$ cat src/assert_macros.svh
// Assertion helpers used by the top-level RTL file.
// Each macro checks on the rising edge of clk and is off while rst_n is low.
`ifndef ASSERT_MACROS_SVH
`define ASSERT_MACROS_SVH

// Same-cycle implication.
`define ASSERT_IMPL(label, ante, cons) \
    label: assert property (@(posedge clk) disable iff (!rst_n) (ante) |-> (cons)) \
        else $error("assertion failed: same-cycle implication");

// Next-cycle implication.
`define ASSERT_NEXT(label, ante, cons) \
    label: assert property (@(posedge clk) disable iff (!rst_n) (ante) |=> (cons)) \
        else $error("assertion failed: next-cycle implication");

`endif

$ cat src/sip24_pkg.sv
package sip24_pkg;

    localparam int LANE_W = 64;
    localparam int LEN_W = 8;
    localparam int CNT_W = 4;
    localparam int CFG_IDX_W = 1;
    localparam int QUEUE_DEPTH_DEFAULT = 4;

    localparam logic [LANE_W-1:0] SIP_C0 = 64'h736f6d6570736575;
    localparam logic [LANE_W-1:0] SIP_C1 = 64'h646f72616e646f6d;
    localparam logic [LANE_W-1:0] SIP_C2 = 64'h6c7967656e657261;
    localparam logic [LANE_W-1:0] SIP_C3 = 64'h7465646279746573;
    localparam logic [LANE_W-1:0] FINAL_XOR = 64'h00000000000000ff;

    localparam logic [CNT_W-1:0] FULL_WORD_BYTES = 4'd8;

    // Configuration register indexes
    localparam logic [CFG_IDX_W-1:0] REG_KEY_LOW = 1'b0;
    localparam logic [CFG_IDX_W-1:0] REG_KEY_HIGH = 1'b1;

    typedef struct packed {
        logic [LANE_W-1:0] a;
        logic [LANE_W-1:0] b;
        logic [LANE_W-1:0] c;
        logic [LANE_W-1:0] d;
    } lanes_t;

    // One queued command per accepted request
    typedef struct packed {
        logic              start;
        logic              has_block;
        logic              has_final;
        logic [LANE_W-1:0] block_word;
        logic [LANE_W-1:0] final_word;
    } cmd_t;

    typedef struct packed {
        logic   active;
        logic   hash_done;
    } back_status_t;

    function automatic logic [LANE_W-1:0] rotl(input logic [LANE_W-1:0] x, input int n);
        return (x << n) | (x >> (LANE_W - n));
    endfunction

    function automatic lanes_t sip_round(input lanes_t v);
        lanes_t r;
        r = v;
        r.a = r.a + r.b; r.b = rotl(r.b, 13); r.b = r.b ^ r.a; r.a = rotl(r.a, 32);
        r.c = r.c + r.d; r.d = rotl(r.d, 16); r.d = r.d ^ r.c;
        r.a = r.a + r.d; r.d = rotl(r.d, 21); r.d = r.d ^ r.a;
        r.c = r.c + r.b; r.b = rotl(r.b, 17); r.b = r.b ^ r.c; r.c = rotl(r.c, 32);
        return r;
    endfunction

endpackage

$ cat src/siphash_2_4_keyed_hash_unit.sv
// SipHash-2-4 over a stream of little-endian 64-bit words under a 128-bit key.
// Write k0 and k1 through the cfg port while idle; the key is sampled when a
// message starts. Each request is one word: tlast marks the last word of a
// message, and on that word byte_count (0..8, larger values act as 8) gives the
// valid bytes. One hash comes out per message on m_axis after the last word.
// The front end accepts a request per cycle into a small command queue until
// the queue fills; the back end runs one SipRound per cycle in a single round
// unit while a command is queued, so a non-last word takes two SipRounds, a
// last word with 0..7 bytes takes six and a full last word takes eight. A
// finished hash sits in an output register; the back end keeps working and
// holds only at its final round if that register has not been taken yet.
`include "assert_macros.svh"

module siphash_2_4_keyed_hash_unit #(
    parameter int QUEUE_DEPTH = sip24_pkg::QUEUE_DEPTH_DEFAULT
) (
    input  logic                                clk,
    input  logic                                rst_n,
    // config write port
    input  logic                                cfg_we,
    input  logic [sip24_pkg::CFG_IDX_W-1:0]     cfg_index,
    input  logic [sip24_pkg::LANE_W-1:0]        cfg_data,
    // input words
    input  logic                                s_axis_tvalid,
    output logic                                s_axis_tready,
    input  logic [71:0]                         s_axis_tdata,  // data_word[63:0], byte_count[67:64], zero pad
    input  logic                                s_axis_tlast,
    // hash results
    output logic                                m_axis_tvalid,
    input  logic                                m_axis_tready,
    output logic [63:0]                         m_axis_tdata   // hash_value[63:0]
);
    import sip24_pkg::*;

    logic [LANE_W-1:0] key_low_reg;
    logic [LANE_W-1:0] key_high_reg;

    logic         push;
    cmd_t         push_cmd;
    logic         queue_full;
    logic         pop;
    logic         head_valid;
    cmd_t         head;
    back_status_t status;

    // Key registers: take a write whenever the enable is high
    always_ff @(posedge clk or negedge rst_n)
    begin
        if (!rst_n)
        begin
            key_low_reg  <= '0;
            key_high_reg <= '0;
        end
        else if (cfg_we)
        begin
            case (cfg_index)
                REG_KEY_LOW:  key_low_reg  <= cfg_data;
                REG_KEY_HIGH: key_high_reg <= cfg_data;
                default:      key_low_reg  <= key_low_reg;
            endcase
        end
    end

    // Front end: track message start and length, build the final block
    sip24_front u_front (
        .clk        (clk),
        .rst_n      (rst_n),
        .in_valid   (s_axis_tvalid),
        .in_ready   (s_axis_tready),
        .data_word  (s_axis_tdata[63:0]),
        .byte_count (s_axis_tdata[67:64]),
        .last_word  (s_axis_tlast),
        .queue_full (queue_full),
        .push       (push),
        .push_cmd   (push_cmd)
    );

    // Command queue between the two halves
    sip24_queue #(
        .DEPTH (QUEUE_DEPTH)
    ) u_queue (
        .clk        (clk),
        .rst_n      (rst_n),
        .push       (push),
        .push_cmd   (push_cmd),
        .full       (queue_full),
        .pop        (pop),
        .head_valid (head_valid),
        .head       (head)
    );

    // Back end: round unit, lane state and output register
    sip24_back u_back (
        .clk        (clk),
        .rst_n      (rst_n),
        .key_low    (key_low_reg),
        .key_high   (key_high_reg),
        .head_valid (head_valid),
        .head       (head),
        .pop        (pop),
        .out_valid  (m_axis_tvalid),
        .out_ready  (m_axis_tready),
        .hash_value (m_axis_tdata),
        .status     (status)
    );

    `ASSERT_IMPL(a_pop_needs_entry, pop, head_valid)
    `ASSERT_IMPL(a_active_needs_entry, status.active, head_valid)
    `ASSERT_NEXT(a_push_fills_queue, s_axis_tvalid && s_axis_tready, head_valid)
    `ASSERT_NEXT(a_hash_reaches_output, status.hash_done, m_axis_tvalid)

endmodule

$ cat src/sip24_front.sv
module sip24_front (
    input  logic                            clk,
    input  logic                            rst_n,
    input  logic                            in_valid,
    output logic                            in_ready,
    input  logic [sip24_pkg::LANE_W-1:0]    data_word,
    input  logic [sip24_pkg::CNT_W-1:0]     byte_count,
    input  logic                            last_word,
    input  logic                            queue_full,
    output logic                            push,
    output sip24_pkg::cmd_t                 push_cmd
);
    import sip24_pkg::*;

    logic             open_reg, open_next;
    logic [LEN_W-1:0] length_reg, length_next;
    logic [LEN_W-1:0] len_base;
    logic [LEN_W-1:0] len_new;
    logic [CNT_W-1:0] cnt;
    logic [LANE_W-1:0] tail;

    assign in_ready = !queue_full;
    assign push     = in_valid && in_ready;

    always_comb
    begin
        len_base = open_reg ? length_reg : '0;
        cnt = (byte_count > FULL_WORD_BYTES) ? FULL_WORD_BYTES : byte_count;
        if (!last_word)
        begin
            len_new = len_base + LEN_W'(FULL_WORD_BYTES);
        end
        else
        begin
            len_new = len_base + LEN_W'(cnt);
        end
        // keep only the valid tail bytes
        for (int i = 0; i < 8; i++)
        begin
            tail[i*8 +: 8] = (CNT_W'(i) < cnt) ? data_word[i*8 +: 8] : 8'h00;
        end

        push_cmd.start      = !open_reg;
        push_cmd.has_block  = !last_word || (cnt == FULL_WORD_BYTES);
        push_cmd.has_final  = last_word;
        push_cmd.block_word = data_word;
        push_cmd.final_word = {len_new,
                               (cnt == FULL_WORD_BYTES) ? 56'h0 : tail[LANE_W-LEN_W-1:0]};

        open_next   = open_reg;
        length_next = length_reg;
        if (push)
        begin
            open_next   = !last_word;
            length_next = len_new;
        end
    end

    always_ff @(posedge clk or negedge rst_n)
    begin
        if (!rst_n)
        begin
            open_reg   <= 1'b0;
            length_reg <= '0;
        end
        else
        begin
            open_reg   <= open_next;
            length_reg <= length_next;
        end
    end

endmodule

$ cat src/sip24_queue.sv
module sip24_queue #(
    parameter int DEPTH = sip24_pkg::QUEUE_DEPTH_DEFAULT
) (
    input  logic            clk,
    input  logic            rst_n,
    input  logic            push,
    input  sip24_pkg::cmd_t push_cmd,
    output logic            full,
    input  logic            pop,
    output logic            head_valid,
    output sip24_pkg::cmd_t head
);
    import sip24_pkg::*;

    localparam int PTR_W = $clog2(DEPTH);
    localparam int CNT_W = $clog2(DEPTH + 1);

    cmd_t             mem_reg [DEPTH];
    logic [PTR_W-1:0] wr_ptr_reg, wr_ptr_next;
    logic [PTR_W-1:0] rd_ptr_reg, rd_ptr_next;
    logic [CNT_W-1:0] count_reg, count_next;

    assign full       = (count_reg == CNT_W'(DEPTH));
    assign head_valid = (count_reg != '0);
    assign head       = mem_reg[rd_ptr_reg];

    always_comb
    begin
        wr_ptr_next = wr_ptr_reg;
        rd_ptr_next = rd_ptr_reg;
        count_next  = count_reg;
        if (push)
        begin
            wr_ptr_next = (wr_ptr_reg == PTR_W'(DEPTH - 1)) ? '0 : wr_ptr_reg + 1'b1;
        end
        if (pop)
        begin
            rd_ptr_next = (rd_ptr_reg == PTR_W'(DEPTH - 1)) ? '0 : rd_ptr_reg + 1'b1;
        end
        if (push && !pop)
        begin
            count_next = count_reg + 1'b1;
        end
        else if (pop && !push)
        begin
            count_next = count_reg - 1'b1;
        end
    end

    always_ff @(posedge clk or negedge rst_n)
    begin
        if (!rst_n)
        begin
            wr_ptr_reg <= '0;
            rd_ptr_reg <= '0;
            count_reg  <= '0;
        end
        else
        begin
            wr_ptr_reg <= wr_ptr_next;
            rd_ptr_reg <= rd_ptr_next;
            count_reg  <= count_next;
        end
    end

    always_ff @(posedge clk)
    begin
        if (push)
        begin
            mem_reg[wr_ptr_reg] <= push_cmd;
        end
    end

endmodule

$ cat src/sip24_back.sv
module sip24_back (
    input  logic                            clk,
    input  logic                            rst_n,
    input  logic [sip24_pkg::LANE_W-1:0]    key_low,
    input  logic [sip24_pkg::LANE_W-1:0]    key_high,
    input  logic                            head_valid,
    input  sip24_pkg::cmd_t                 head,
    output logic                            pop,
    output logic                            out_valid,
    input  logic                            out_ready,
    output logic [sip24_pkg::LANE_W-1:0]    hash_value,
    output sip24_pkg::back_status_t         status
);
    import sip24_pkg::*;

    // One SipRound per phase
    typedef enum logic [2:0] {
        PH_BLOCK0,
        PH_BLOCK1,
        PH_FINAL0,
        PH_FINAL1,
        PH_ROUND0,
        PH_ROUND1,
        PH_ROUND2,
        PH_ROUND3
    } phase_t;

    lanes_t            lanes_reg, lanes_next;
    logic              active_reg, active_next;
    phase_t            phase_reg, phase_next;
    logic              out_valid_reg, out_valid_next;
    logic [LANE_W-1:0] hash_reg, hash_next;

    phase_t            cur_phase;
    lanes_t            base;
    lanes_t            pre;
    lanes_t            post;
    logic              done;
    logic              advance;
    logic              hash_done;

    always_comb
    begin
        cur_phase = active_reg ? phase_reg : (head.has_block ? PH_BLOCK0 : PH_FINAL0);

        // load the lanes from the key when a message starts
        if (!active_reg && head.start)
        begin
            base.a = SIP_C0 ^ key_low;
            base.b = SIP_C1 ^ key_high;
            base.c = SIP_C2 ^ key_low;
            base.d = SIP_C3 ^ key_high;
        end
        else
        begin
            base = lanes_reg;
        end

        pre = base;
        case (cur_phase)
            PH_BLOCK0: pre.d = base.d ^ head.block_word;
            PH_FINAL0: pre.d = base.d ^ head.final_word;
            PH_ROUND0: pre.c = base.c ^ FINAL_XOR;
            default:   pre = base;
        endcase

        post = sip_round(pre);
        case (cur_phase)
            PH_BLOCK1: post.a = post.a ^ head.block_word;
            PH_FINAL1: post.a = post.a ^ head.final_word;
            default:   post.a = post.a;
        endcase

        done      = ((cur_phase == PH_BLOCK1) && !head.has_final) || (cur_phase == PH_ROUND3);
        // hold the last round while the previous hash is still waiting
        advance   = head_valid && !((cur_phase == PH_ROUND3) && out_valid_reg && !out_ready);
        hash_done = advance && (cur_phase == PH_ROUND3);
        pop       = advance && done;

        lanes_next  = lanes_reg;
        active_next = active_reg;
        phase_next  = phase_reg;
        if (advance)
        begin
            lanes_next  = post;
            active_next = !done;
            phase_next  = phase_t'(cur_phase + 3'd1);
        end

        out_valid_next = out_valid_reg;
        hash_next      = hash_reg;
        if (hash_done)
        begin
            out_valid_next = 1'b1;
            hash_next      = post.a ^ post.b ^ post.c ^ post.d;
        end
        else if (out_ready)
        begin
            out_valid_next = 1'b0;
        end
    end

    always_ff @(posedge clk or negedge rst_n)
    begin
        if (!rst_n)
        begin
            lanes_reg     <= '0;
            active_reg    <= 1'b0;
            phase_reg     <= PH_BLOCK0;
            out_valid_reg <= 1'b0;
            hash_reg      <= '0;
        end
        else
        begin
            lanes_reg     <= lanes_next;
            active_reg    <= active_next;
            phase_reg     <= phase_next;
            out_valid_reg <= out_valid_next;
            hash_reg      <= hash_next;
        end
    end

    assign out_valid        = out_valid_reg;
    assign hash_value       = hash_reg;
    assign status.active    = active_reg;
    assign status.hash_done = hash_done;

endmodule
$ cat config.mk
export PLATFORM = sky130hd
export DESIGN_NAME = siphash_2_4_keyed_hash_unit
export DESIGN_NICKNAME = d
export VERILOG_FILES = /design/src/sip24_pkg.sv /design/src/siphash_2_4_keyed_hash_unit.sv /design/src/sip24_front.sv /design/src/sip24_queue.sv /design/src/sip24_back.sv
export VERILOG_INCLUDE_DIRS = /design/src /design/src/src
export SDC_FILE = /design/constraint.sdc
export NUM_CORES = 2
export LEC_CHECK = 0
export BUFFER_PORTS_ARGS = -buffer_cell sky130_fd_sc_hd__buf_2
export CAP_MARGIN = 20
export CORE_ASPECT_RATIO = 1.2
export CORE_UTILIZATION = 40
export DETAILED_ROUTE_END_ITERATION = 6
export PLACE_DENSITY = 0.65
export SLEW_MARGIN = 5
export SYNTH_ARGS = -nofsm -noshare
export SYNTH_HDL_FRONTEND = slang
export SYNTH_SLANG_ARGS = --single-unit
$ cat constraint.sdc
create_clock -name clk -period 22.5 [get_ports clk]
set_input_delay 2.25 -clock clk [delete_from_list [all_inputs] [get_ports clk]]
set_output_delay 2.25 -clock clk [all_outputs]
set_load 0.01 [all_outputs]
==> results.md <==
- The flow ran to the end, and the final reports show no timing, DRC or antenna violations.
- In this run the count of I/O pins placed on the die edge is 209.
- Of the post-synthesis cell area, the dominant cell type holds 0.2581.
- The routed wire length per instance is 36.90 um.
- The data arrival at the endpoint of the critical path is 14180 ps.
- The number of flip-flops under the largest register name is 524.
- The start-to-end type of the worst setup path is flop to flop.
- The number of enable-type register cells in the synthesized netlist is 524.
- After clock tree synthesis, the setup repair step added 0 buffers.
- Gates resized during post-CTS repair numbered 0.
- The worst register-to-register path has a depth of 34.
- The clock arrives with 47.85 ps of skew.
- Summed over all layers, the global routing overflow is 0.
- The total standard cell area after synthesis is 60970 um2.
- The total negative setup slack is 0 ps.
- The min-delay analysis places its worst path in the category flop to flop.
- The number of buffers added on ports is 204.
- The period utilization is 0.6038.
- The worst setup path is launched from a flop.
- The most frequent cell on the critical path is a31oi_1.
- The final critical delay including setup and external delays is 13580 ps.
- The fmax is 73.61 MHz.
- The vias per cell is 6.057.
- In this design, the stage delay of the slowest critical-path cell is 880 ps.
- The count of hold-fix buffers inserted at cts is 0.
- The first-iteration detailed-routing DRC count is 5713.
- The post-synthesis average cell area is 10.50 um2.
- Headroom to the max-slew limit came out at 0.1087.
- The post-CTS clock slew at the launch and capture registers of the worst setup and hold paths is 60 ps.
- Yosys instantiated no cell more often than nand2_1.
- In the final layout, the share of cells above drive strength 1 is 0.1492.
- The tightest hold path in the finished design has a slack of 470.2 ps.
- The number of clock buffers inserted by TritonCTS is 105.
- For this run, the leading register cell type out of synthesis is edfxtp_1.
- In the synthesized netlist, the number of instances is 5806.
- The pre-CTS worst setup slack is 9333 ps.
- Entering global routing, the biggest net connects 127 pins.
- For the pin with the worst max-slew slack, the measured transition is 1336 ps.
- In the routed design, unresolved DRC markers number 0.
- Setup repair after global routing left no endpoint under its margin.
- The data required time of the worst path is 23090 ps.
- The Yosys warning count is 0.
- The global routing stage identified its most utilized layer as met2.
- The largest area contributor in the netlist is edfxtp_1.
- The all-layer global routing usage is 0.3839.
- The root buffer cell is clkbuf_16.
- The hold violation count in the final report came to 0.
- The via count of the first global-routing pass is 46570.
- The detail route stage leaves a number of antenna-violating nets equal to 0.
- The synthesized net count is 6216.
- The floorplan row count is 156.
- The worst path meets setup with 8915 ps of slack.
- The longest clock path from root to sink contains 3 buffers.
- The number of max-slew violations in the final report came to 0.
- The floorplan step set the die height to 429.7 um.
- The met1 capacity usage during global routing is 0.4925.
- The count of different cell masters after synthesis is 99.
- The share of the Yosys chip area taken by registers is 0.4505.
- The CTS H-tree depth is 3.
- Detailed placement ended at an HPWL of 242200 um.
- Relative to the synthesized area, the layout overhead comes to 12.83%.
- The first global-routing pass estimated 396200 um of wire.
- The endpoint type of the worst setup path is a flop.
- Summing over every cut layer, the via total after detailed routing is 48970.
- On the critical path, the stage with the largest delay is an instance of dfrtp_4.
- Sorting the synthesized cells by area gives the leading types as edfxtp_1 (26%), dfrtp_1 (19%), xnor2_1 (7.9%), nand2_1 (5.4%), ha_1 (5.4%).
- The number of register bits inferred by synthesis is 993.
- The clock insertion delay at the later pin of the skew report is 780 ps.
- For this run, global-route usage on met3 was measured as 0.06452.
- The clock net in this run drives a total of 993 sinks.
- The number of antenna violations at the first check in global routing is 22.
- The width of the die is 358.4 um.
- The number of optimization iterations in the first detailed-route pass is 6.
- The die covers 154000 um2.
- Counting flops with an async set or reset pin after synthesis yields a share of 0.4723.
- The net count reported at finish is 6419.
- In the synthesized netlist, the cells that appear most often are nand2_1 (873), xnor2_1 (551), edfxtp_1 (524).
- TritonCTS built the clock tree.
- The largest driver fanout on the critical path is 53.
- The cell depth of the worst hold path is 2.
- The effective utilization at floorplan is 0.4041.
- The core region is 150900 um2.
- The placer's final routability congestion estimate is 1.090.
- In the global route stage, met2 resource usage came out at 0.5860.
- Setup violations remaining at the end of the flow were counted as 0.
- The final layout contains routed wiring with a total length of 298300 um.
- Across the run, the number of max-cap violations was 0.
cell usage in the layout (no fill, tap or decap), types with 29 or more instances in the layout:
cell type / Yosys / routed
nand2_1: 873 / 871
xnor2_1: 551 / 528
edfxtp_1: 524 / 524
dfrtp_1: 469 / 467
a21oi_1: 427 / 427
o21ai_0: 394 / 394
ha_1: 261 / 260
xor2_1: 267 / 246
nor2_1: 231 / 230
buf_2: 10 / 203
a21o_1: 194 / 194
inv_1: 171 / 170
mux2_2: 142 / 142
buf_4: 1 / 138
mux4_2: 131 / 131
clkbuf_16: 0 / 106
nand3_1: 81 / 81
and2_1: 74 / 74
a22o_1: 52 / 52
and3_1: 56 / 52
o21bai_1: 48 / 48
o21a_1: 44 / 44
nand4_1: 43 / 43
nand2b_1: 37 / 37
a31oi_1: 36 / 36
mux2i_1: 30 / 30
o21ai_1: 31 / 30
xnor2_2: 6 / 29
cell type report:
class	count	area, um2
Inverter	172	645.6
Fill cell	14250	82090
Clock buffer	127	2781
Antenna cell	10	25.02
Clock inverter	71	895.9
Tap cell	1975	2471
Sequential cell	993	27480
Timing Repair Buffer	351	2230
Multi-Input combinational cell	4386	32270
stage by stage:
| step | cells | utilization | cell area, um2 |
|---|---|---|---|
| after floorplan | 5806 | - | 60970 |
| after global placement | 7863 | 0.4301 | 64890 |
| after detailed placement | 7870 | 0.4305 | 64960 |
| after CTS | 8068 | 0.4549 | 68630 |
| after global routing | 8075 | 0.4558 | 68770 |
| final | 8085 | 0.4560 | 68790 |
worst max-delay path: cells and delay by family (launching register included):
kind	cells	cell delay, ps
AO/OA/AOI/OAI	22	7100
XOR/XNOR	3	1220
adder cells (fa/ha/maj)	2	920
buffers and inverters	3	1580
flip-flops	1	880
multiplexers	1	350
AND/OR/NAND/NOR	3	1150
routing by layer:
metal | part of all wire | up-vias
met3 | 0.073 | 595
met5 | 0.00012 | -
met2 | 0.45 | 2439
met1 | 0.40 | 24780
met4 | 0.084 | 6
li1 | - | 21150
worst paths after layout:
| path | from | end | slack (ps) |
|---|---|---|---|
| min in group asynchronous | rst_n | key_low_reg[9]$_DFFE_PN0P_ | 1530 |
| worst max register to register | u_queue.rd_ptr_reg[0]$_DFFE_PN0P_ | u_back.lanes_reg[255]$_DFFE_PN0P_ | 8920 |
| max in group asynchronous | rst_n | u_back.lanes_reg[113]$_DFFE_PN0P_ | 18140 |
| worst max-delay path | u_queue.rd_ptr_reg[0]$_DFFE_PN0P_ | u_back.lanes_reg[255]$_DFFE_PN0P_ | 8920 |
| worst min register to register | u_back.hash_value[59]$_DFFE_PN0P_ | u_back.hash_value[59]$_DFFE_PN0P_ | 470 |
| worst min-delay path | u_back.hash_value[59]$_DFFE_PN0P_ | u_back.hash_value[59]$_DFFE_PN0P_ | 470 |
kinds of logic after synthesis:
logic type	Yosys count	share of synthesized area
AOI/OAI and AO/OA	1441	0.1472
xor gates and xnor gates	853	0.1296
adders and majority gates	274	0.05674
buffers and inverters	427	0.02729
DFF	993	0.4505
muxes	305	0.08001
and+or+nand+nor	1513	0.1086
Power is left out: the tool's default activity adds up to more than one toggle a clock period on the data nets, which glitch-free logic cannot reach.
